### src/sv/websocket_frame_deframer_core_defines.svh
// Assertion macros shared by the deframer RTL.
`ifndef WEBSOCKET_FRAME_DEFRAMER_CORE_DEFINES_SVH
`define WEBSOCKET_FRAME_DEFRAMER_CORE_DEFINES_SVH

// Same-cycle implication, checked out of reset.
`define WSDF_ASSERT_NOW(label, ante, cons) \
    label: assert property (@(posedge i_clk) disable iff (!i_rst_n) (ante) |-> (cons)) \
        else $error("deframer assertion failed");

// Next-cycle implication, checked out of reset.
`define WSDF_ASSERT_NEXT(label, ante, cons) \
    label: assert property (@(posedge i_clk) disable iff (!i_rst_n) (ante) |=> (cons)) \
        else $error("deframer assertion failed");

`endif

### src/sv/wsdf_pkg.sv
// Types and constants of the WebSocket frame deframer.
package wsdf_pkg;

    localparam logic [1:0] KIND_PAYLOAD = 2'd0;
    localparam logic [1:0] KIND_EMPTY   = 2'd1;
    localparam logic [1:0] KIND_ERROR   = 2'd2;

    localparam logic [1:0] ACT_DELIVER  = 2'd0;
    localparam logic [1:0] ACT_PONG     = 2'd1;
    localparam logic [1:0] ACT_CLOSE    = 2'd2;

    localparam logic [3:0] OP_CLOSE     = 4'd8;
    localparam logic [3:0] OP_PING      = 4'd9;

    localparam logic [6:0] LEN_EXT16    = 7'd126;
    localparam logic [6:0] LEN_EXT64    = 7'd127;
    localparam logic [3:0] EXT16_BYTES  = 4'd2;
    localparam logic [3:0] EXT64_BYTES  = 4'd8;

    localparam logic [2:0] PH_HDR0      = 3'd0;
    localparam logic [2:0] PH_HDR1      = 3'd1;
    localparam logic [2:0] PH_EXT       = 3'd2;
    localparam logic [2:0] PH_KEY       = 3'd3;
    localparam logic [2:0] PH_PAY       = 3'd4;

    // One classified item passed from the parser to the result stage.
    typedef struct packed {
        logic [1:0] kind;
        logic [3:0] opcode;
        logic       fin;
        logic [7:0] data;
        logic [7:0] key;
        logic       last;
    } t_cmd;

endpackage

### src/sv/wsdf_front.sv
// Header parser: tracks the frame phase and classifies each received item.
module wsdf_front (
    input  logic               i_clk,
    input  logic               i_rst_n,
    input  logic               i_accept,
    input  logic [7:0]         i_rx_byte,
    output logic               o_cmd_valid,
    output wsdf_pkg::t_cmd     o_cmd
);

    logic [2:0]  r_phase,     n_phase;
    logic [3:0]  r_ext_count, n_ext_count;
    logic [3:0]  r_opcode,    n_opcode;
    logic        r_fin,       n_fin;
    logic [63:0] r_remaining, n_remaining;
    logic [31:0] r_mask_key,  n_mask_key;
    logic [1:0]  r_key_index, n_key_index;
    logic        r_closed,    n_closed;

    logic [7:0]  key_byte;
    logic        rem_one;

    always_comb begin
        unique case (r_key_index)
            2'd0:    key_byte = r_mask_key[31:24];
            2'd1:    key_byte = r_mask_key[23:16];
            2'd2:    key_byte = r_mask_key[15:8];
            default: key_byte = r_mask_key[7:0];
        endcase
    end

    assign rem_one = (r_remaining == 64'd1);

    always_comb begin
        n_phase     = r_phase;
        n_ext_count = r_ext_count;
        n_opcode    = r_opcode;
        n_fin       = r_fin;
        n_remaining = r_remaining;
        n_mask_key  = r_mask_key;
        n_key_index = r_key_index;
        n_closed    = r_closed;
        o_cmd_valid = 1'b0;
        o_cmd.kind   = wsdf_pkg::KIND_PAYLOAD;
        o_cmd.opcode = r_opcode;
        o_cmd.fin    = r_fin;
        o_cmd.data   = 8'd0;
        o_cmd.key    = 8'd0;
        o_cmd.last   = 1'b1;
        if (i_accept && !r_closed) begin
            unique case (r_phase)
                wsdf_pkg::PH_HDR0: begin
                    n_fin   = i_rx_byte[7];
                    n_opcode = i_rx_byte[3:0];
                    n_phase = wsdf_pkg::PH_HDR1;
                end
                wsdf_pkg::PH_HDR1: begin
                    if (!i_rx_byte[7]) begin
                        o_cmd_valid = 1'b1;
                        o_cmd.kind  = wsdf_pkg::KIND_ERROR;
                        n_closed    = 1'b1;
                        n_phase     = wsdf_pkg::PH_HDR0;
                    end else begin
                        n_key_index = 2'd0;
                        n_mask_key  = 32'd0;
                        if (i_rx_byte[6:0] == wsdf_pkg::LEN_EXT16) begin
                            n_remaining = 64'd0;
                            n_ext_count = wsdf_pkg::EXT16_BYTES;
                            n_phase     = wsdf_pkg::PH_EXT;
                        end else if (i_rx_byte[6:0] == wsdf_pkg::LEN_EXT64) begin
                            n_remaining = 64'd0;
                            n_ext_count = wsdf_pkg::EXT64_BYTES;
                            n_phase     = wsdf_pkg::PH_EXT;
                        end else begin
                            n_remaining = {57'd0, i_rx_byte[6:0]};
                            n_ext_count = 4'd0;
                            n_phase     = wsdf_pkg::PH_KEY;
                        end
                    end
                end
                wsdf_pkg::PH_EXT: begin
                    n_remaining = {r_remaining[55:0], i_rx_byte};
                    n_ext_count = r_ext_count - 4'd1;
                    if (r_ext_count == 4'd1) begin
                        n_phase = wsdf_pkg::PH_KEY;
                    end
                end
                wsdf_pkg::PH_KEY: begin
                    n_mask_key  = {r_mask_key[23:0], i_rx_byte};
                    n_key_index = r_key_index + 2'd1;
                    if (r_key_index == 2'd3) begin
                        if (r_opcode == wsdf_pkg::OP_CLOSE) begin
                            o_cmd_valid = 1'b1;
                            o_cmd.kind  = wsdf_pkg::KIND_EMPTY;
                            n_closed    = 1'b1;
                            n_phase     = wsdf_pkg::PH_HDR0;
                        end else if (r_remaining == 64'd0) begin
                            o_cmd_valid = 1'b1;
                            o_cmd.kind  = wsdf_pkg::KIND_EMPTY;
                            n_phase     = wsdf_pkg::PH_HDR0;
                        end else begin
                            n_phase = wsdf_pkg::PH_PAY;
                        end
                    end
                end
                wsdf_pkg::PH_PAY: begin
                    o_cmd_valid = 1'b1;
                    o_cmd.kind  = wsdf_pkg::KIND_PAYLOAD;
                    o_cmd.data  = i_rx_byte;
                    o_cmd.key   = key_byte;
                    o_cmd.last  = rem_one;
                    n_remaining = r_remaining - 64'd1;
                    n_key_index = r_key_index + 2'd1;
                    if (rem_one) begin
                        n_key_index = 2'd0;
                        n_phase     = wsdf_pkg::PH_HDR0;
                    end
                end
                default: begin
                    n_phase = wsdf_pkg::PH_HDR0;
                end
            endcase
        end
    end

    always_ff @(posedge i_clk) begin
        if (!i_rst_n) begin
            r_phase     <= wsdf_pkg::PH_HDR0;
            r_ext_count <= 4'd0;
            r_opcode    <= 4'd0;
            r_fin       <= 1'b0;
            r_remaining <= 64'd0;
            r_mask_key  <= 32'd0;
            r_key_index <= 2'd0;
            r_closed    <= 1'b0;
        end else begin
            r_phase     <= n_phase;
            r_ext_count <= n_ext_count;
            r_opcode    <= n_opcode;
            r_fin       <= n_fin;
            r_remaining <= n_remaining;
            r_mask_key  <= n_mask_key;
            r_key_index <= n_key_index;
            r_closed    <= n_closed;
        end
    end

endmodule

### src/sv/wsdf_fifo.sv
// Short queue of classified items between the parser and the result stage.
module wsdf_fifo #(
    parameter int DEPTH = 2
) (
    input  logic               i_clk,
    input  logic               i_rst_n,
    input  logic               i_wr,
    input  wsdf_pkg::t_cmd     i_wr_cmd,
    input  logic               i_rd,
    output wsdf_pkg::t_cmd     o_rd_cmd,
    output logic               o_full,
    output logic               o_empty
);

    localparam int PW = (DEPTH > 1) ? $clog2(DEPTH) : 1;
    localparam int CW = $clog2(DEPTH + 1);
    localparam logic [PW-1:0] LAST_PTR = PW'(DEPTH - 1);
    localparam logic [CW-1:0] FULL_CNT = CW'(DEPTH);

    wsdf_pkg::t_cmd  r_mem [DEPTH];
    logic [PW-1:0]   r_wr_ptr, n_wr_ptr;
    logic [PW-1:0]   r_rd_ptr, n_rd_ptr;
    logic [CW-1:0]   r_count,  n_count;
    logic            do_wr, do_rd;

    assign o_full   = (r_count == FULL_CNT);
    assign o_empty  = (r_count == '0);
    assign do_wr    = i_wr && !o_full;
    assign do_rd    = i_rd && !o_empty;
    assign o_rd_cmd = r_mem[r_rd_ptr];

    always_comb begin
        n_wr_ptr = r_wr_ptr;
        n_rd_ptr = r_rd_ptr;
        n_count  = r_count;
        if (do_wr) begin
            n_wr_ptr = (r_wr_ptr == LAST_PTR) ? '0 : r_wr_ptr + PW'(1);
        end
        if (do_rd) begin
            n_rd_ptr = (r_rd_ptr == LAST_PTR) ? '0 : r_rd_ptr + PW'(1);
        end
        if (do_wr && !do_rd) begin
            n_count = r_count + CW'(1);
        end else if (do_rd && !do_wr) begin
            n_count = r_count - CW'(1);
        end
    end

    always_ff @(posedge i_clk) begin
        if (do_wr) begin
            r_mem[r_wr_ptr] <= i_wr_cmd;
        end
    end

    always_ff @(posedge i_clk) begin
        if (!i_rst_n) begin
            r_wr_ptr <= '0;
            r_rd_ptr <= '0;
            r_count  <= '0;
        end else begin
            r_wr_ptr <= n_wr_ptr;
            r_rd_ptr <= n_rd_ptr;
            r_count  <= n_count;
        end
    end

endmodule

### src/sv/wsdf_back.sv
// Result stage: unmasks payload and picks the action for the queued item.
module wsdf_back (
    input  wsdf_pkg::t_cmd i_cmd,
    output logic [1:0]     o_kind,
    output logic [1:0]     o_action,
    output logic [3:0]     o_opcode,
    output logic           o_fin,
    output logic [7:0]     o_payload_byte,
    output logic           o_last
);

    always_comb begin
        if (i_cmd.kind == wsdf_pkg::KIND_ERROR) begin
            o_action = wsdf_pkg::ACT_CLOSE;
        end else if (i_cmd.opcode == wsdf_pkg::OP_PING) begin
            o_action = wsdf_pkg::ACT_PONG;
        end else if (i_cmd.opcode == wsdf_pkg::OP_CLOSE) begin
            o_action = wsdf_pkg::ACT_CLOSE;
        end else begin
            o_action = wsdf_pkg::ACT_DELIVER;
        end
    end

    assign o_kind         = i_cmd.kind;
    assign o_opcode       = i_cmd.opcode;
    assign o_fin          = i_cmd.fin;
    assign o_last         = i_cmd.last;
    assign o_payload_byte = (i_cmd.kind == wsdf_pkg::KIND_PAYLOAD) ?
                            (i_cmd.data ^ i_cmd.key) : 8'd0;

endmodule

### src/sv/websocket_frame_deframer_core.sv
// Top level of the WebSocket receive-side frame deframer.
// This block takes a received WebSocket byte stream, one byte per item, and
// turns it into results: unmasked payload bytes with the last byte of each
// frame marked, one empty-frame result for a zero-length frame, and one close
// result for a close frame or an unmasked frame, after which every further
// byte is discarded until reset. Frames may follow one another without gaps;
// extended lengths are read big-endian. A byte is taken in every cycle in which
// push is high and full is low, so the block sustains one item per clock; full
// rises only when the queue between the header parser and the result stage
// holds FIFO_DEPTH results that the consumer has not popped. Each result is queued
// as its byte is accepted and reaches the outputs once all older ones are popped.
`include "websocket_frame_deframer_core_defines.svh"

module websocket_frame_deframer_core #(
    parameter int FIFO_DEPTH = 2
) (
    input  logic       i_clk,
    input  logic       i_rst_n,
    input  logic       push,
    output logic       full,
    input  logic [7:0] i_rx_byte,
    output logic       empty,
    input  logic       pop,
    output logic [1:0] o_kind,
    output logic [1:0] o_action,
    output logic [3:0] o_opcode,
    output logic       o_fin,
    output logic [7:0] o_payload_byte,
    output logic       o_last
);

    // A byte is accepted whenever the queue has room, whether or not it
    // produces a result; this keeps the accept rule simple for the sender.
    logic           accept;
    logic           cmd_valid;
    wsdf_pkg::t_cmd cmd_in;
    wsdf_pkg::t_cmd cmd_out;

    assign accept = push && !full;

    // Front: header parsing, length and key capture, classification.
    wsdf_front u_front (
        .i_clk       (i_clk),
        .i_rst_n     (i_rst_n),
        .i_accept    (accept),
        .i_rx_byte   (i_rx_byte),
        .o_cmd_valid (cmd_valid),
        .o_cmd       (cmd_in)
    );

    // Queue: decouples the parser from a consumer that stalls.
    wsdf_fifo #(
        .DEPTH (FIFO_DEPTH)
    ) u_fifo (
        .i_clk    (i_clk),
        .i_rst_n  (i_rst_n),
        .i_wr     (cmd_valid),
        .i_wr_cmd (cmd_in),
        .i_rd     (pop),
        .o_rd_cmd (cmd_out),
        .o_full   (full),
        .o_empty  (empty)
    );

    // Back: unmasking and action selection on the oldest queued item.
    wsdf_back u_back (
        .i_cmd          (cmd_out),
        .o_kind         (o_kind),
        .o_action       (o_action),
        .o_opcode       (o_opcode),
        .o_fin          (o_fin),
        .o_payload_byte (o_payload_byte),
        .o_last         (o_last)
    );

    // The queue cannot be full and empty at once.
    `WSDF_ASSERT_NOW(a_full_empty, full, !empty)
    // A protocol error always closes and ends the frame.
    `WSDF_ASSERT_NOW(a_err_close, !empty && (o_kind == wsdf_pkg::KIND_ERROR),
        (o_action == wsdf_pkg::ACT_CLOSE) && o_last)
    // Only payload results carry a data byte.
    `WSDF_ASSERT_NOW(a_zero_data, !empty && (o_kind != wsdf_pkg::KIND_PAYLOAD),
        (o_payload_byte == 8'd0) && o_last)
    // An accepted byte never leaves the queue empty with nothing taken out
    // when it produced a result.
    `WSDF_ASSERT_NEXT(a_result_shows, cmd_valid && !pop, !empty)

endmodule

### config.mk
export PLATFORM = sky130hd
export DESIGN_NAME = websocket_frame_deframer_core
export DESIGN_NICKNAME = d
export VERILOG_FILES = /design/src/sv/wsdf_pkg.sv /design/src/sv/wsdf_front.sv /design/src/sv/wsdf_fifo.sv /design/src/sv/wsdf_back.sv /design/src/sv/websocket_frame_deframer_core.sv
export VERILOG_INCLUDE_DIRS = /design/src /design/src/sv
export SDC_FILE = /design/constraint.sdc
export NUM_CORES = 1
export LEC_CHECK = 0
export ABC_AREA = 1
export BUFFER_PORTS_ARGS = -buffer_cell sky130_fd_sc_hd__clkbuf_2
export CAP_MARGIN = 20
export CORE_MARGIN = 5
export CORE_UTILIZATION = 59
export DETAILED_ROUTE_END_ITERATION = 8
export PLACE_DENSITY = 0.83
export SKIP_CTS_REPAIR_TIMING = 1
export SYNTH_ARGS = -nofsm -noshare
export SYNTH_HDL_FRONTEND = slang
export SYNTH_SLANG_ARGS = --single-unit
### constraint.sdc
create_clock -name i_clk -period 3.5 [get_ports i_clk]
set_input_delay 0.7 -clock i_clk [delete_from_list [all_inputs] [get_ports i_clk]]
set_output_delay 0.7 -clock i_clk [all_outputs]
set_load 0.02 [all_outputs]
# [After elaboration in Yosys (flattened, before gate mapping)]
# Memory sizes are Yosys's and may differ from the RTL's. A register that Yosys moved wholly into a read port is not among the register bits.
# Index checks and enable logic that the tools add are counted.
[classes] n_reduce_logical=28 bitwise=1 n_eq_ne=22 addsub=7 muxes=53
[ops] op="64-bit case mux with 3 select lines" count=1
[ops] op="64-bit 2-to-1 mux" count=2
[ops] op="64-bit by 1-bit equality test with 1-bit output, second input constant" count=1
[ops] op="64-bit logical NOT" count=1
[ops] op="32-bit case mux with 2 select lines" count=1
[ops] op="64-bit by 1-bit subtractor with 64-bit output, second input constant" count=1
[ops] op="17-bit 2-to-1 mux" count=2
[ops] op="32-bit 2-to-1 mux" count=1
[ops] op="8-bit case mux with 3 select lines" count=1
[ops] op="2-bit 2-to-1 mux" count=11
[ops] op="3-bit 2-to-1 mux" count=7
[ops] op="1-bit 2-to-1 mux" count=16
[ops] op="3-bit case mux with 5 select lines" count=1
[ops] op="7-bit equality test, second input constant" count=2
[ops] op="4-bit equality test, second input constant" count=3
[ops] op="4-bit 2-to-1 mux" count=3
[ops] op="3-bit AND reduction" count=4
[ops] op="2-bit equality test, second input constant" count=4
[ops] op="8-bit 2-to-1 mux" count=1
[ops] op="2-bit by 1-bit != test with 1-bit output, second input constant" count=4
[ops] op="4-bit case mux with 2 select lines" count=1
[ops] op="8-bit bitwise XOR" count=1
[ops] op="7-bit 2-to-1 mux" count=1
[ops] op="3-bit by 2-bit equality test with 1-bit output, second input constant" count=2
[ops] op="22 further kinds" count=39
[totals] in_bits=12 out_inout_bits=20 mem_count=1 mem_bits_rw=48 wordCells=123 ff_bits=115
[mem_list] name="u_fifo.r_mem" words=2 width=24 rd=1 rd_clocked_by_memory_dff=1 wr=1 line="wsdf_fifo.sv:20" rtl="wsdf_pkg::t_cmd r_mem [DEPTH];"

# [Longest topological paths before layout]
# Gate-level depths: netlist of run 1.
[depth] word_depth=11 depth_mapped=15 ltp_nobuf=15

# [Modules after synthesis]
# A second synthesis of run 1 with hierarchy kept.
[unflattened] cells_unflattened=1427 hier_area_um2=9705.6
[modules_own_cells] module="wsdf_front" cells_each=1260 instances=1 area_per_inst_um2=7379.6 seq_area_each_um2=2222.1
[modules_own_cells] module="wsdf_fifo" cells_each=113 instances=1 area_per_inst_um2=2083.2 seq_area_each_um2=1541.5
[modules_own_cells] module="wsdf_back" cells_each=52 instances=1 area_per_inst_um2=232.7 seq_area_each_um2=0.0
[modules_own_cells] module="websocket_frame_deframer_core" cells_each=2 instances=1 area_per_inst_um2=10.0 seq_area_each_um2=0.0

# [Worst setup path before layout of run 1]
# Ideal clock, no wire load.
[synth_timing] path_kind="reg-to-reg" startpoint="register u_front.r_remaining[0]" endpoint="memory u_fifo.r_mem[1][0] (netlist bit), enable pin" t_arrival_ps=2676 path_slack_ps=409 path_buffers=0 setup_ps=415 period_less_slack_ps=3091 required_time_ps=3085 path_stages_with_launch=11 path_cell_list="dfxtp_1 inv_1 ha_1 nand2_1 nor2_2 nand2_1 nor2_2 nand2_1 nand2_1 nand2_1 a21oi_1"
[synth_via] elab_chain_cells=9
[synth_lines] item="start, declared" line="wsdf_front.sv:15" rtl="logic [63:0] r_remaining, n_remaining;"
[synth_lines] item="start signal, assigned" line="wsdf_front.sv:141" rtl="r_remaining <= n_remaining;"
[synth_lines] item="64-bit logical NOT" line="wsdf_front.sv:97" rtl="end else if (r_remaining == 64'd0) begin"
[synth_lines] item="1-bit 2-to-1 mux" line="wsdf_front.sv:97"
[synth_lines] item="1-bit 2-to-1 mux" line="wsdf_front.sv:92" rtl="if (r_opcode == wsdf_pkg::OP_CLOSE) begin"
[synth_lines] item="1-bit 2-to-1 mux" line="wsdf_front.sv:91" rtl="if (r_key_index == 2'd3) begin"
[synth_lines] item="1-bit case mux with 3 select lines" line="wsdf_front.sv:51" rtl="unique case (r_phase)"
[synth_lines] item="1-bit 2-to-1 mux" line="wsdf_front.sv:50" rtl="if (i_accept && !r_closed) begin"
[synth_lines] item="1-bit logical AND" line="wsdf_fifo.sv:28" rtl="assign do_wr = i_wr && !o_full;"
[synth_lines] item="1-bit 2-to-1 mux" line="wsdf_fifo.sv:50" rtl="if (do_wr) begin"
[synth_lines] item="1-bit 2-to-1 mux (not written as such)" line="wsdf_fifo.sv:51" rtl="r_mem[r_wr_ptr] <= i_wr_cmd;"
[synth_lines] item="end, declared" line="wsdf_fifo.sv:20"
# No other way between the ends.

==> results of run 1 <==
==> metrics by stage <==
stage	utilization, %	hold WS, ns
global route	65.82	0.4817
CTS	65.82	0.4655
global placement	61.80	0.4348
detailed placement	61.80	0.4467
finish	65.82	0.4638
floorplan	-	0.4256
==> per-layer routing <==
| layer | global-route usage [%] | up-vias |
|---|---|---|
| li1 | - | 4385 |
| met1 | 33.80 | 4017 |
| met2 | 44.86 | 336 |
| met3 | 4.576 | 70 |
| met4 | 11.82 | 0 |
| met5 | 0 | - |
==> cells by family (layout without fill, tap and decap cells) <==
| family | count (synthesis) | in the layout | synth area share (%) |
|---|---|---|---|
| simple gates | 599 | 599 | 27.27 |
| buf+inv | 197 | 223 | 8.581 |
| mux | 4 | 4 | 0.4958 |
| compound gates | 321 | 321 | 19.15 |
| fa+ha+maj | 9 | 9 | 1.240 |
| flops | 164 | 164 | 41.43 |
| xor+xnor | 19 | 19 | 1.832 |
==> critical path: cells and delay by family (launching register included) <==
| family | cells | cell delay (ns) |
|---|---|---|
| AOI/OAI and AO/OA | 2 | 0.47 |
| buffers and inverters | 1 | 0.22 |
| DFF | 1 | 0.91 |
| and+or+nand+nor | 2 | 0.39 |
==> registers in the layout, indices dropped and copies added, names as in the netlist, 2 cells and up, named ones only <==
| name | count |
|---|---|
| u_front.r_opcode | 4 |
| u_front.r_phase | 3 |
| u_front.r_key_index | 2 |
| u_fifo.r_mem | 48 |
| u_front.r_ext_count | 4 |
| u_fifo.r_count | 2 |
| u_front.r_remaining | 64 |
| u_front.r_mask_key | 32 |
==> cell usage after synthesis <==
master                     number
sky130_fd_sc_hd__a211oi_1      15
sky130_fd_sc_hd__a21o_1         6
sky130_fd_sc_hd__a21oi_1      154
sky130_fd_sc_hd__a221oi_1       7
sky130_fd_sc_hd__a22oi_1        1
sky130_fd_sc_hd__a31oi_1        4
sky130_fd_sc_hd__and2_1         1
sky130_fd_sc_hd__and3_1         1
sky130_fd_sc_hd__buf_1          5
sky130_fd_sc_hd__buf_2         11
sky130_fd_sc_hd__buf_4          1
sky130_fd_sc_hd__buf_6          3
sky130_fd_sc_hd__clkbuf_1      31
sky130_fd_sc_hd__dfxtp_1      116
sky130_fd_sc_hd__edfxtp_1      48
sky130_fd_sc_hd__ha_1           9
sky130_fd_sc_hd__inv_1        141
sky130_fd_sc_hd__inv_2          5
sky130_fd_sc_hd__mux2_2         4
sky130_fd_sc_hd__nand2_1      237
sky130_fd_sc_hd__nand2_2        1
sky130_fd_sc_hd__nand3_1      102
sky130_fd_sc_hd__nand3b_1       1
sky130_fd_sc_hd__nand4_1        5
sky130_fd_sc_hd__nor2_1       220
sky130_fd_sc_hd__nor2_2         5
sky130_fd_sc_hd__nor3_1         8
sky130_fd_sc_hd__nor3_4         1
sky130_fd_sc_hd__o211ai_1       2
sky130_fd_sc_hd__o21ai_0      103
sky130_fd_sc_hd__o21bai_1       3
sky130_fd_sc_hd__o22ai_1       25
sky130_fd_sc_hd__o31ai_1        1
sky130_fd_sc_hd__or2_2         17
sky130_fd_sc_hd__xnor2_1        7
sky130_fd_sc_hd__xor2_1        12
==> how the worst min path moves through the flow <==
stage               slack (ns)                  end  depth (start not counted)
floorplan                 0.43  u_fifo.r_mem[0][17]                          0
global placement          0.43  u_fifo.r_mem[0][17]                          0
detailed placement        0.45  u_fifo.r_mem[0][18]                          0
CTS                       0.47  u_fifo.r_mem[0][17]                          0
global route              0.48  u_fifo.r_mem[1][18]                          0
finish                    0.46  u_fifo.r_mem[0][17]                          0
==> layout make-up <==
| cell class | instances | area, um2 | area share (%) |
|---|---|---|---|
| repair buffers | 45 | 260.3 | 2.611 |
| inverters | 146 | 548.0 | 5.498 |
| clock buffers | 17 | 425.4 | 4.268 |
| well taps | 188 | 235.2 | 2.360 |
| flip-flops and latches | 164 | 3764 | 37.76 |
| clock inverters | 15 | 182.7 | 1.833 |
| multi-input cells | 952 | 4553 | 45.68 |
==> impl_metrics.prom, run 1 <==
# TYPE chip_impl_metric gauge
chip_impl_metric{name="finalWorstSetupSlack",unit="ns"} 0.3761
chip_impl_metric{name="global_route.usage.total",unit="%"} 26.66
chip_impl_metric{name="count_of_distinct_cell_types_in_the_synthesized_netlist",unit=""} 36
chip_impl_info{name="r2r_path_start",value="u_front.r_remaining[0]"} 1
chip_impl_metric{name="port_buffers",unit=""} 31
chip_impl_metric{name="worst-slew-pin-transition",unit="ns"} 1.082
chip_impl_metric{name="setup_viol",unit=""} 0
chip_impl_metric{name="finalCriticalPeriod",unit="ns"} 3.124
chip_impl_metric{name="synth-seq-area-share",unit="%"} 41.43
chip_impl_metric{name="vias_in_the_first_global_route",unit=""} 8063
chip_impl_info{name="worst-setup-path-type",value="reg2out"} 1
chip_impl_info{name="hold_path.class",value="reg2reg"} 1
chip_impl_info{name="post-synth-top-area-cell",value="sky130_fd_sc_hd__dfxtp_1"} 1
chip_impl_metric{name="drt_pass1_iterations",unit=""} 6
chip_impl_metric{name="setup.reg_to_reg.worst_slack",unit="ns"} 0.70
chip_impl_metric{name="count_of_state_elements_after_synthesis",unit=""} 164
chip_impl_metric{name="gpl_congestion",unit=""} 0.9613
chip_impl_metric{name="dpl_worst_slack",unit="ns"} 0.7350
chip_impl_info{name="worst_path_most_repeated_cell",value="sky130_fd_sc_hd__nand2_1"} 1
chip_impl_metric{name="vias_per_cell",unit=""} 5.768
chip_impl_metric{name="fin_crit_sh",unit="%"} 89.25
chip_impl_metric{name="ant_nets",unit=""} 0
chip_impl_metric{name="final_max_slew_viol_count",unit=""} 0
chip_impl_metric{name="timing.critical_path.slowest_cell_delay",unit="ns"} 0.91
chip_impl_info{name="worst_path_max_delay_cell",value="sky130_fd_sc_hd__dfxtp_1"} 1
chip_impl_info{name="cts_tree",value="done"} 1
chip_impl_metric{name="dieWidth",unit="um"} 134.1
chip_impl_metric{name="layout-drive-gt1-share",unit="%"} 8.364
chip_impl_metric{name="synth.cell_area",unit="mm2"} 0.009084
chip_impl_info{name="final_common_cell",value="sky130_fd_sc_hd__nand2_1"} 1
chip_impl_metric{name="worst-r2r-cell-count",unit=""} 15
chip_impl_info{name="rsz0062_at_grt",value="no"} 1
chip_impl_info{name="crit_chain",value="nand2_1, o21ai_0, nand2_1, a211oi_1, clkbuf_2"} 1
chip_impl_metric{name="max_capacitance_violation_count",unit=""} 0
chip_impl_metric{name="htree_num_levels",unit=""} 4
chip_impl_metric{name="wl_met3",unit="um"} 1593
chip_impl_metric{name="yosysTopAreaCellShare",unit="%"} 25.56
chip_impl_metric{name="cp.arrival",unit="ns"} 2.42
chip_impl_metric{name="detailroute.via_count",unit=""} 8808
chip_impl_metric{name="yosysWarnings",unit=""} 0
chip_impl_info{name="crit_end",value="o_payload_byte[7]"} 1
chip_impl_info{name="hold_start",value="u_front.r_fin"} 1
chip_impl_metric{name="grt_max_degree",unit=""} 72
chip_impl_metric{name="worst_ep_required_time",unit="ns"} 2.80
chip_impl_metric{name="finalHoldViolCount",unit=""} 0
chip_impl_info{name="top_layer_in_use",value="met4"} 1
chip_impl_metric{name="effective_utilization_at_floorplan",unit="%"} 59.98
chip_impl_info{name="synthTopCellsByArea",value="sky130_fd_sc_hd__dfxtp_1 26%, sky130_fd_sc_hd__edfxtp_1 16%, sky130_fd_sc_hd__nand2_1 9.8%, sky130_fd_sc_hd__nor2_1 9.1%, sky130_fd_sc_hd__a21oi_1 8.5%"} 1
chip_impl_info{name="run_status",value="finished clean"} 1
chip_impl_metric{name="fillers",unit=""} 1292
chip_impl_metric{name="globalRouteOverflowTotal",unit=""} 0
chip_impl_metric{name="finalWirelength",unit="um"} 23920
chip_impl_metric{name="cts_buffers",unit=""} 17
chip_impl_metric{name="maximum_buffer_depth_of_the_clock_tree",unit=""} 2
chip_impl_metric{name="fin_skew",unit="ns"} 0.01261
chip_impl_metric{name="critPathMaxFanout",unit=""} 28
chip_impl_metric{name="dpl.hpwl",unit="um"} 16620
chip_impl_metric{name="finalSetupTns",unit="ns"} 0
chip_impl_metric{name="route.met2.wl",unit="um"} 11330
chip_impl_info{name="clock_tree.root_cell",value="sky130_fd_sc_hd__clkbuf_16"} 1
chip_impl_metric{name="synthesis.area_per_instance",unit="um2"} 6.918
chip_impl_metric{name="post_dp_cell_area",unit="mm2"} 0.009360
chip_impl_metric{name="drc_violation_total_after_the_first_tritonroute_iteration",unit=""} 799
chip_impl_info{name="mostFrequentLayoutCells",value="237 x sky130_fd_sc_hd__nand2_1, 220 x sky130_fd_sc_hd__nor2_1, 152 x sky130_fd_sc_hd__a21oi_1"} 1
chip_impl_info{name="endpoint_kind",value="output port"} 1
chip_impl_metric{name="cts_sinks",unit=""} 164
chip_impl_metric{name="rows",unit=""} 45
chip_impl_metric{name="clk_latency",unit="ns"} 0.44
chip_impl_metric{name="grt_first_pass_wirelength",unit="um"} 39170
chip_impl_info{name="reg2reg_to",value="u_fifo.r_count[1]"} 1
chip_impl_metric{name="area.growth.synth_to_final",unit="%"} 9.738
chip_impl_metric{name="wl_per_cell",unit="um"} 15.66
chip_impl_metric{name="mapped_nets",unit=""} 1334
chip_impl_metric{name="timing.slew.headroom",unit="%"} 27.75
chip_impl_metric{name="timing.fmax",unit="GHz"} 0.3201
chip_impl_metric{name="dieArea",unit="mm2"} 0.01798
chip_impl_metric{name="met1Wirelength",unit="um"} 10120
chip_impl_metric{name="design_area_final",unit="mm2"} 0.009968
chip_impl_metric{name="nets",unit=""} 1347
chip_impl_info{name="start_kind",value="flop"} 1
chip_impl_metric{name="diodes",unit=""} 0
chip_impl_metric{name="ioPinCount",unit=""} 32
chip_impl_metric{name="synth_cells",unit=""} 1313
chip_impl_metric{name="worst_setup_hold_path_clk_slew",unit="ns"} 0.07
chip_impl_metric{name="antenna_violations_before_repair",unit=""} 0
chip_impl_metric{name="final_cell_count_no_fill",unit=""} 1527
chip_impl_metric{name="die_h",unit="um"} 134.1
chip_impl_metric{name="placedCellCount",unit=""} 1495
chip_impl_metric{name="detail_route.drc_violations",unit=""} 0
chip_impl_metric{name="fp.coreArea",unit="mm2"} 0.01515
Power of run 1 is not shown: default switching activity piles up to over one toggle a cycle in this logic, so the estimate is an artifact.
==> run 2, diff against run 1 <==
--- a/config.mk
+++ b/config.mk
@@ -16,4 +16,5 @@
 export SKIP_CTS_REPAIR_TIMING = 1
 export SYNTH_ARGS = -nofsm -noshare
 export SYNTH_HDL_FRONTEND = slang
+export SYNTH_HIERARCHICAL = 1
 export SYNTH_SLANG_ARGS = --single-unit
==> run 2 against run 1 <==
Compared with the run above: die area rose by 6.3%; largest cell class unchanged; worst hold slack improved by 0.0074 ns; clock skew fell by 0.0060 ns; flip-flop and latch count did not move; via count rose by 6.3%; critical path type unchanged; synthesized area rose by 6.8%.
==> impl_metrics.prom, run 2 <==
# TYPE chip_impl_metric gauge
chip_impl_metric{name="dieWidth",unit="um"} 138.3
chip_impl_metric{name="finalCriticalPeriod",unit="ns"} 2.922
chip_impl_metric{name="gpl_congestion",unit=""} 0.9636
chip_impl_info{name="mostFrequentLayoutCells",value="356 x sky130_fd_sc_hd__nand2_1, 237 x sky130_fd_sc_hd__nor2_1, 179 x sky130_fd_sc_hd__inv_1"} 1
chip_impl_metric{name="synth-seq-area-share",unit="%"} 38.78
chip_impl_metric{name="worst_ep_required_time",unit="ns"} 2.80
chip_impl_metric{name="synth_cells",unit=""} 1427
chip_impl_metric{name="setup.reg_to_reg.worst_slack",unit="ns"} 0.99
chip_impl_info{name="post-synth-top-area-cell",value="sky130_fd_sc_hd__dfxtp_1"} 1
chip_impl_metric{name="async_flop_share",unit="%"} 0
chip_impl_metric{name="worst-r2r-cell-count",unit=""} 17
chip_impl_metric{name="area.growth.synth_to_final",unit="%"} 7.915
chip_impl_metric{name="drt_pass1_iterations",unit=""} 6
chip_impl_metric{name="worst_setup_hold_path_clk_slew",unit="ns"} 0.07
chip_impl_metric{name="yosysWarnings",unit=""} 6
chip_impl_metric{name="maximum_buffer_depth_of_the_clock_tree",unit=""} 2
chip_impl_metric{name="finalHoldViolCount",unit=""} 0
chip_impl_metric{name="grt_max_degree",unit=""} 63
chip_impl_metric{name="critPathMaxFanout",unit=""} 9
chip_impl_metric{name="synth.cell_area",unit="mm2"} 0.009706
chip_impl_metric{name="detail_route.drc_violations",unit=""} 0
chip_impl_metric{name="fin_crit_sh",unit="%"} 83.49
chip_impl_metric{name="cp.arrival",unit="ns"} 2.22
chip_impl_info{name="hold_path.class",value="reg2reg"} 1
chip_impl_info{name="clock_tree.root_cell",value="sky130_fd_sc_hd__clkbuf_16"} 1
chip_impl_metric{name="fp.coreArea",unit="mm2"} 0.01600
chip_impl_metric{name="vias_in_the_first_global_route",unit=""} 8341
chip_impl_info{name="synthMostInstantiatedCell",value="sky130_fd_sc_hd__nand2_1"} 1
chip_impl_metric{name="globalRouteOverflowTotal",unit=""} 0
chip_impl_metric{name="max_capacitance_violation_count",unit=""} 0
chip_impl_info{name="r2r_path_start",value="u_front/r_remaining[8]"} 1
chip_impl_metric{name="global_route.usage.total",unit="%"} 25.74
chip_impl_metric{name="die_h",unit="um"} 138.3
chip_impl_info{name="rsz0062_at_grt",value="no"} 1
chip_impl_info{name="reg2reg_to",value="u_fifo/r_count[1]"} 1
chip_impl_metric{name="cts_buffers",unit=""} 17
chip_impl_metric{name="cts_sinks",unit=""} 164
chip_impl_metric{name="diodes",unit=""} 0
chip_impl_metric{name="vias_per_cell",unit=""} 5.628
chip_impl_metric{name="effective_utilization_at_floorplan",unit="%"} 60.66
chip_impl_info{name="synthTopCellsByArea",value="sky130_fd_sc_hd__dfxtp_1 24%, sky130_fd_sc_hd__edfxtp_1 15%, sky130_fd_sc_hd__nand2_1 14%, sky130_fd_sc_hd__nor2_1 9.2%, sky130_fd_sc_hd__a21oi_1 7.5%"} 1
chip_impl_metric{name="detailroute.via_count",unit=""} 9360
chip_impl_metric{name="ant_nets",unit=""} 0
chip_impl_info{name="register_containing_the_most_flip_flops_in_the_final_layout",value="u_front/r_remaining"} 1
chip_impl_metric{name="mapped_nets",unit=""} 1450
chip_impl_metric{name="synth_enable_flop_cells",unit=""} 48
chip_impl_metric{name="grt_first_pass_wirelength",unit="um"} 40990
chip_impl_info{name="endpoint_kind",value="output port"} 1
chip_impl_metric{name="synthesis.area_per_instance",unit="um2"} 6.801
chip_impl_info{name="run_status",value="finished clean"} 1
chip_impl_metric{name="dpl.hpwl",unit="um"} 17430
chip_impl_metric{name="final_max_slew_viol_count",unit=""} 0
chip_impl_metric{name="finalSetupTns",unit="ns"} 0
chip_impl_metric{name="antenna_violations_before_repair",unit=""} 0
chip_impl_metric{name="min_delay_path_depth",unit=""} 2
chip_impl_metric{name="nets",unit=""} 1457
chip_impl_info{name="start_kind",value="flop"} 1
chip_impl_metric{name="layout-drive-gt1-share",unit="%"} 9.191
chip_impl_info{name="synth_ff_type",value="sky130_fd_sc_hd__dfxtp_1"} 1
chip_impl_metric{name="worst-slew-pin-transition",unit="ns"} 0.7520
chip_impl_metric{name="timing.slew.headroom",unit="%"} 49.75
chip_impl_metric{name="largest_register_ff_count",unit=""} 64
chip_impl_metric{name="ioPinCount",unit=""} 32
chip_impl_metric{name="timing.fmax",unit="GHz"} 0.3422
chip_impl_metric{name="wl_per_cell",unit="um"} 15.02
chip_impl_metric{name="count_of_state_elements_after_synthesis",unit=""} 164
chip_impl_metric{name="fin_skew",unit="ns"} 0.006585
chip_impl_info{name="cts_tree",value="done"} 1
chip_impl_info{name="final_common_cell",value="sky130_fd_sc_hd__nand2_1"} 1
chip_impl_metric{name="rows",unit=""} 46
chip_impl_metric{name="setup_viol",unit=""} 0
chip_impl_info{name="worst_hold_path.endpoint",value="u_front/r_closed"} 1
chip_impl_info{name="hold_start",value="u_front/r_closed"} 1
chip_impl_metric{name="count_of_distinct_cell_types_in_the_synthesized_netlist",unit=""} 39
chip_impl_metric{name="port_buffers",unit=""} 31
chip_impl_metric{name="htree_num_levels",unit=""} 4
chip_impl_metric{name="drc_violation_total_after_the_first_tritonroute_iteration",unit=""} 1284
chip_impl_info{name="worst-setup-path-type",value="reg2out"} 1
chip_impl_metric{name="dieArea",unit="mm2"} 0.01911
chip_impl_metric{name="clk_latency",unit="ns"} 0.43
chip_impl_info{name="reg.largest.list",value="u_front/r_remaining (64), u_fifo/r_mem (48), u_front/r_mask_key (32)"} 1
chip_impl_metric{name="finalWirelength",unit="um"} 24980
chip_impl_metric{name="yosysTopAreaCellShare",unit="%"} 23.93
chip_impl_info{name="post_synth_most_frequent_cells",value="356 x sky130_fd_sc_hd__nand2_1, 239 x sky130_fd_sc_hd__nor2_1, 179 x sky130_fd_sc_hd__inv_1, 145 x sky130_fd_sc_hd__a21oi_1, 116 x sky130_fd_sc_hd__dfxtp_1"} 1
run 2: changes by cell type after synthesis, sizes merged, moves of 11 or more:
cell   previous run  this run
nand2           238       356
mux2              4        24
inv             146       185
buf              20        37
xor2             12         1
o21ai           103        45
nor2            225       257
or2              17         0
run 2: layout make-up:
cell class | instances | area [um2]
fillers | 1459 | 5527
multi-input cells | 1017 | 4887
flip-flops and latches | 164 | 3764
inverters | 186 | 698.2
clock buffers | 17 | 425.4
repair buffers | 48 | 307.8
well taps | 216 | 270.3
clock inverters | 15 | 121.4
run 2: how the worst max path moves through the flow:
stage	end	cells past startpoint	slack (ns)	startpoint
global placement	u_front/r_remaining[5]	11	0.87	push
finish	o_payload_byte[0]	6	0.58	flop
floorplan	u_fifo/r_mem[1][0]	11	0.71	u_front/r_remaining[36]
global route	o_action[0]	6	0.49	flop
CTS	o_action[0]	6	0.53	flop
detailed placement	u_front/r_remaining[5]	11	0.87	push
run 2: kinds of logic (layout without fill, tap and decap cells):
family / count (synthesis) / in the layout / synth area share (%)
xor+xnor: 2 / 2 / 0.1805
compound gates: 252 / 252 / 14.34
buf+inv: 246 / 266 / 10.96
flops: 164 / 164 / 38.78
mux: 24 / 24 / 3.558
simple gates: 728 / 728 / 30.77
fa+ha+maj: 11 / 11 / 1.418
run 2: routing by layer:
metal / GRT usage (%) / share of wire (%)
met2: 39.08 / 44
met1: 37.70 / 46
met3: 4.586 / 7.6
met5: 0 / 0
met4: 7.488 / 1.8
run 2: critical path, cell delays in order, from the launching register on:
cell and delay, ns:
sky130_fd_sc_hd__dfxtp_1 0.70, sky130_fd_sc_hd__buf_4 0.30, sky130_fd_sc_hd__mux2_4 0.32, sky130_fd_sc_hd__nand2_1 0.08
sky130_fd_sc_hd__nand2_1 0.07, sky130_fd_sc_hd__nor2_1 0.13, sky130_fd_sc_hd__clkbuf_2 0.19
run 2: per-stage QoR:
| step | std cells | hold WS [ns] | instance area [um2] | utilization, % | setup WS, ns |
|---|---|---|---|---|---|
| floorplan | 1427 | 0.4256 | 9706 | - | 0.7124 |
| global placement | 1631 | 0.4464 | 9927 | 62.04 | 0.8682 |
| detailed placement | 1631 | 0.4600 | 9927 | 62.04 | 0.8679 |
| CTS | 1663 | 0.4694 | 10470 | 65.46 | 0.5326 |
| global route | 1663 | 0.4985 | 10470 | 65.46 | 0.4860 |
| finish | 1663 | 0.4712 | 10470 | 65.46 | 0.5779 |
Power of run 2 is left out for the same reason.
